$ cat src/design/cac_div_cell.sv
// One restoring-division step for the real and imaginary lanes.
`timescale 1ns / 1ps

module cac_div_cell #(
   parameter int RW    = 56,
   parameter int DW    = 32,
   parameter int QW    = 16,
   parameter int SW    = 40,
   parameter int SHIFT = 0
) (
   input  logic          clock,
   input  logic          reset,
   input  logic          up_valid,
   output logic          up_ready,
   input  logic [RW-1:0] up_rem_re,
   input  logic [RW-1:0] up_rem_im,
   input  logic [DW-1:0] up_den,
   input  logic [QW-1:0] up_q_re,
   input  logic [QW-1:0] up_q_im,
   input  logic [SW-1:0] up_side,
   output logic          dn_valid,
   input  logic          dn_ready,
   output logic [RW-1:0] dn_rem_re,
   output logic [RW-1:0] dn_rem_im,
   output logic [DW-1:0] dn_den,
   output logic [QW-1:0] dn_q_re,
   output logic [QW-1:0] dn_q_im,
   output logic [SW-1:0] dn_side
);

   logic          valid_ff;
   logic [RW-1:0] rem_re_ff, rem_im_ff, rem_re_in, rem_im_in;
   logic [DW-1:0] den_ff;
   logic [QW-1:0] q_re_ff, q_im_ff, q_re_in, q_im_in;
   logic [SW-1:0] side_ff;
   logic [RW-1:0] den_sh;
   logic          ge_re, ge_im;

   assign up_ready = !valid_ff || dn_ready;

   // trial subtract of the divisor at this quotient weight
   always_comb begin
      den_sh    = RW'(up_den) << SHIFT;
      ge_re     = (up_rem_re >= den_sh);
      ge_im     = (up_rem_im >= den_sh);
      rem_re_in = ge_re ? (up_rem_re - den_sh) : up_rem_re;
      rem_im_in = ge_im ? (up_rem_im - den_sh) : up_rem_im;
      q_re_in   = up_q_re;
      q_im_in   = up_q_im;
      q_re_in[SHIFT] = ge_re;
      q_im_in[SHIFT] = ge_im;
   end

   always_ff @(posedge clock) begin
      if (reset) begin
         valid_ff <= 1'b0;
      end else if (up_ready) begin
         valid_ff <= up_valid;
      end
   end

   always_ff @(posedge clock) begin
      if (up_ready) begin
         rem_re_ff <= rem_re_in;
         rem_im_ff <= rem_im_in;
         den_ff    <= up_den;
         q_re_ff   <= q_re_in;
         q_im_ff   <= q_im_in;
         side_ff   <= up_side;
      end
   end

   assign dn_valid  = valid_ff;
   assign dn_rem_re = rem_re_ff;
   assign dn_rem_im = rem_im_ff;
   assign dn_den    = den_ff;
   assign dn_q_re   = q_re_ff;
   assign dn_q_im   = q_im_ff;
   assign dn_side   = side_ff;

endmodule

$ cat config.mk
export PLATFORM = sky130hd
export DESIGN_NAME = cac_div_cell
export DESIGN_NICKNAME = d
export VERILOG_FILES = /design/src/design/cac_div_cell.sv
export SDC_FILE = /design/constraint.sdc
export NUM_CORES = 1
export LEC_CHECK = 0
export ABC_CLOCK_PERIOD_IN_PS = 9300
export BUFFER_PORTS_ARGS = -buffer_cell sky130_fd_sc_hd__buf_2
export CAP_MARGIN = 20
export CORE_AREA = 2 2 168 170
export DETAILED_ROUTE_END_ITERATION = 10
export DIE_AREA = 0 0 170 172
export GPL_TIMING_DRIVEN = 0
export PLACE_DENSITY = 0.8
export SYNTH_ARGS = -nofsm -noshare
export SYNTH_HDL_FRONTEND = slang
export SYNTH_SLANG_ARGS = --single-unit
$ cat constraint.sdc
create_clock -name clock -period 9.3 [get_ports clock]
set_input_delay 0.93 -clock clock [delete_from_list [all_inputs] [get_ports clock]]
set_output_delay 0.93 -clock clock [all_outputs]
set_load 0.005 [all_outputs]
---- After elaboration in Yosys (flattened, before gate mapping) ----
Index checks and enable logic that the tools add are counted.
cells by class
  magnitude comparators ................... 2
  add/subtract/negate cells ............... 2
  multiplexer cells ....................... 2
  reduce and logical (&&, ||, !) cells .... 2
operators by type and width
  operator          number
  $ge 56x32->1      2
  $mux 56           2
  $sub 56x32->56    2
  $logic_not 1->1   1
  $logic_or 1x1->1  1
word-level totals
  bits in registers ....................... 217
  input bits .............................. 220
  logic and storage cells ................. 15
  output and inout bits ................... 218

---- Longest topological paths before layout ----
  word-level depth ........................ 2
  depth in mapped cells ................... 13
  depth with buffers taken out ............ 12

---- Least setup slack after synthesis ----
No wires, ideal clock.
  path kind ............................... input port to output port
  start point ............................. input port dn_ready
  end point ............................... output port up_ready
  stages .................................. 1
  data arrival time ....................... 6.160 ns
  path buffers ............................ 0
  setup slack ............................. 2.210 ns
  required time ........................... 8.370 ns
  path through ............................ nand2b_1
between the ends
  word-level cells in the longest chain between the ends .. 1
RTL lines
  what              RTL line  text
  from (decl)       22        input logic dn_ready,
  $logic_or 1x1->1  39        assign up_ready = !valid_ff || dn_ready;
  to (decl)         14        output logic up_ready,
Every way passes these cells.

---- Worst setup path in the final report ----
  start point ............................. input port up_den[16]
  end point ............................... register rem_im_ff[55], in the netlist dn_rem_im[55] (data pin)
between the ends
  word-level cells in the longest chain between the ends .. 2
  elaborated cells on any way between the ends .. 3
  those cells by class .................... 1 x add/sub; 1 x order compare; 1 x mux
RTL lines
  what                                                   RTL line  text
  from (decl)                                            17        input logic [DW-1:0] up_den,
  $sub 56x32->56 / $ge 56x32->1 (equally long branches)  47, 45
  $mux 56 (*)                                            47        rem_im_in = ge_im ? (up_rem_im - den_sh) : up_rem_im;
  via rem_im_in[55]                                      32        logic [RW-1:0] rem_re_ff, rem_im_ff, rem_re_in, rem_im_in;
  to (signal assigned)                                   65        rem_im_ff <= rem_im_in;
  to (decl)                                              32
The timed path passes the listed nets; every way through them passes the cells marked *.
A chain may end at the register's enable or synchronous reset.

==> flow_summary.toml <==
[power]
p_leak_nw = 6.84
finalPower_mw = 2.90
irDropWorstVdd_uv = 150
p_per_area_nw_per_um2 = 182

[setup_path]
r2r_end = "dn_rem_im[10]$_DFFE_PP_"
reg2reg_depth = 3
crit_path_start = "up_den[16]"
ff2ff_setup_slack_ns = 7.57
crit_path_end = "dn_rem_im[55]$_DFFE_PP_"
start_kind = "input port"
required_ns = 9.57
path_max_fanout = 9
path_class = "in2reg"
cp.arrival_ns = 4.57
reg2reg_from = "dn_valid$_SDFFE_PP0P_"
worstSetupEndpointType = "flop"

[placed_design]
hpwl_um = 32400
place_ws_ns = 4.66
portBuffers = 435
gp_congestion = 0.967

[sta]
hold_viol = 0
relSlewSlack = 0.326
post-route-period-util = 0.462
period_minus_slack_ns = 4.30
max_slew.worst_pin.slew_ns = 1.00
rsz0062_at_grt = "no"
drv_slew = 0
clock_skew_ns = 0.00654
holdWs_ns = 0.566
timing.fmax_mhz = 233
layout_setup_ws_ns = 5.00
setup_violations = 0

[synth]
synth_compound_area_frac = 0.140
synth_seq_area_share = 0.531
synth_area_leaders = "edfxtp_1 (53%), ha_1 (6.5%), xnor2_1 (4.7%), a21oi_1 (3.6%), nand2_1 (2.8%)"
synth-async-reset-ratio = 0
synth_top_family_by_area = "simple AND/OR/NAND/NOR gates"
syn_area_um2 = 12200
yosys.cell_types.count = 67
synthMuxAreaShare = 0.0109
synth_nets = 1407
yosysWarnings = 0
synthXorXnorAreaFrac = 0.0730
yosysMostFrequentCell = "edfxtp_1"
ys_ff_latch = 217
synthAdderAreaFrac = 0.0687
synth_edf_count = 216
ys.flop_type = "edfxtp_1"
synth-simple-area-share = 0.144
synth_top_area_share = 0.530
syn_area_per_cell_um2 = 10.9
syn_inst = 1121
yosysTopAreaCell = "edfxtp_1"
synth_commonest_cells = "edfxtp_1 (216), nand2_1 (92), nor2_1 (92), a21oi_1 (89)"

[global_route]
grt_max_degree = 76
met1_usage = 0.313
grt_pass1_vias = 10564
antenna_found_initial = 25
track_usage = 0.264
grt_use_met2 = 0.451
grtUsageMet3 = 0.0726
busiest_layer = "met2"
grt.overflow.total = 0
grt_pass1_wl_um = 58800

[clock_network]
cts_sinks = 217
cts_resized = 0
htreeDepth = 1
cts.path.max_buffers = 3
postCtsHoldBufs = 0
post_cts_buffers = 0
cts_tree = "built"
path_clk_slew_ns = 0.06
cts_buffers = 24
clk_latency_ns = 0.53
clockRootBuffer = "clkbuf_16"

[drt]
routedWlPerCell_um = 20.8
via_count = 10991
drcViolationCount = 0
drtIter0Drc = 846
drt_first_pass_iters = 5
avgViaCountPerCell = 5.59
route.antenna.remaining_nets = 0
wl_um = 40900

[finish]
final_util = 0.578
drive_above_1_share = 0.322
nNetsFinal = 1871
syn_to_final_growth_pct = 29.7

[die]
start_util = 0.446
std_cell_rows = 61
dieHeight_um = 172
dieArea_um2 = 29200
io_pins = 438
die_w_um = 170
core_area_um2 = 27500

[run]
drv_cap = 0

[hold_path]
min_from = "reset"
min_path_type = "in2reg"

[run_status]
outcome = "complete, no violations"
through the flow:
stage | std cells | instance area (um^2) | TNS, ns
after floorplan | 1121 | 12200 | 0
after global placement | 1902 | 14900 | -0.511
after detailed placement | 1905 | 14900 | 0
after CTS | 1949 | 15800 | 0
after global routing | 1963 | 15900 | 0
final | 1967 | 15900 | 0
cells by family after synthesis:
group / after synthesis
AOI/OAI and AO/OA: 275
xor gates and xnor gates: 102
adders and majority gates: 66
buffers and inverters: 94
DFF: 217
muxes: 12
and+or+nand+nor: 355
layer usage:
metal  wire length [um]  share of wire  vias to the layer above
met4               1730          0.042                       10
met1              15600           0.38                     5133
met5                 67         0.0016                        -
met3               3490          0.085                      105
li1                   -              -                     5161
met2              20000           0.49                      582
layout make-up:
class | instances | area [um^2]
Timing Repair Buffer | 438 | 2260
Tap cell | 346 | 433
Antenna cell | 18 | 45.0
Inverter | 51 | 191
Buffer | 43 | 204
Clock inverter | 19 | 287
Multi-Input combinational cell | 810 | 5350
Fill cell | 2405 | 11600
Sequential cell | 217 | 6510
Clock buffer | 25 | 604
state kept, by name, summed over array words and instances (netlist names):
register   cells
dn_side       40
dn_den        32
dn_q_re       16
dn_rem_im     56
dn_rem_re     56
dn_valid       1
dn_q_im       16
worst min-delay path by stage:
stage	end	slack (ns)	depth (start not counted)
after CTS	dn_valid$_SDFFE_PP0P_	0.55	2
after detailed placement	dn_valid$_SDFFE_PP0P_	0.78	2
after floorplan	dn_valid$_SDFFE_PP0P_	1.0	1
after global placement	dn_valid$_SDFFE_PP0P_	1.09	2
final	dn_valid$_SDFFE_PP0P_	0.57	2
after global routing	dn_valid$_SDFFE_PP0P_	0.55	2
critical path, stage by stage:
cell       delay (ns)
buf_2            0.10
inv_1            0.16
ha_1             0.26
clkbuf_1         0.21
a21oi_1          0.29
o21bai_1         0.10
a21oi_1          0.26
o2111ai_1        0.15
nor3_1           0.65
nor4_1           0.14
o31ai_1          0.87
nand3_1          0.25
xnor2_1          0.20
report_power, final:
group,internal (mW),total (mW),switching [mW]
Combinational,0.247,0.587,0.339
Clock,0.668,1.07,0.401
Sequential,1.21,1.24,0.0305
Total,2.13,2.90,0.771
placed cells by master, fill, tap and decap left out, types with 25 or more instances in the layout:
| cell type | count |
|---|---|
| clkbuf_1 | 28 |
| a21o_1 | 32 |
| inv_1 | 50 |
| nor2_1 | 92 |
| nand4_1 | 34 |
| edfxtp_1 | 216 |
| xnor2_1 | 66 |
| xor2_1 | 36 |
| o21ai_0 | 66 |
| ha_1 | 64 |
| a21oi_1 | 89 |
| buf_2 | 445 |
| nand2_1 | 92 |
| nor3_1 | 25 |
Note: power is estimated with default switching activity, not from simulation.
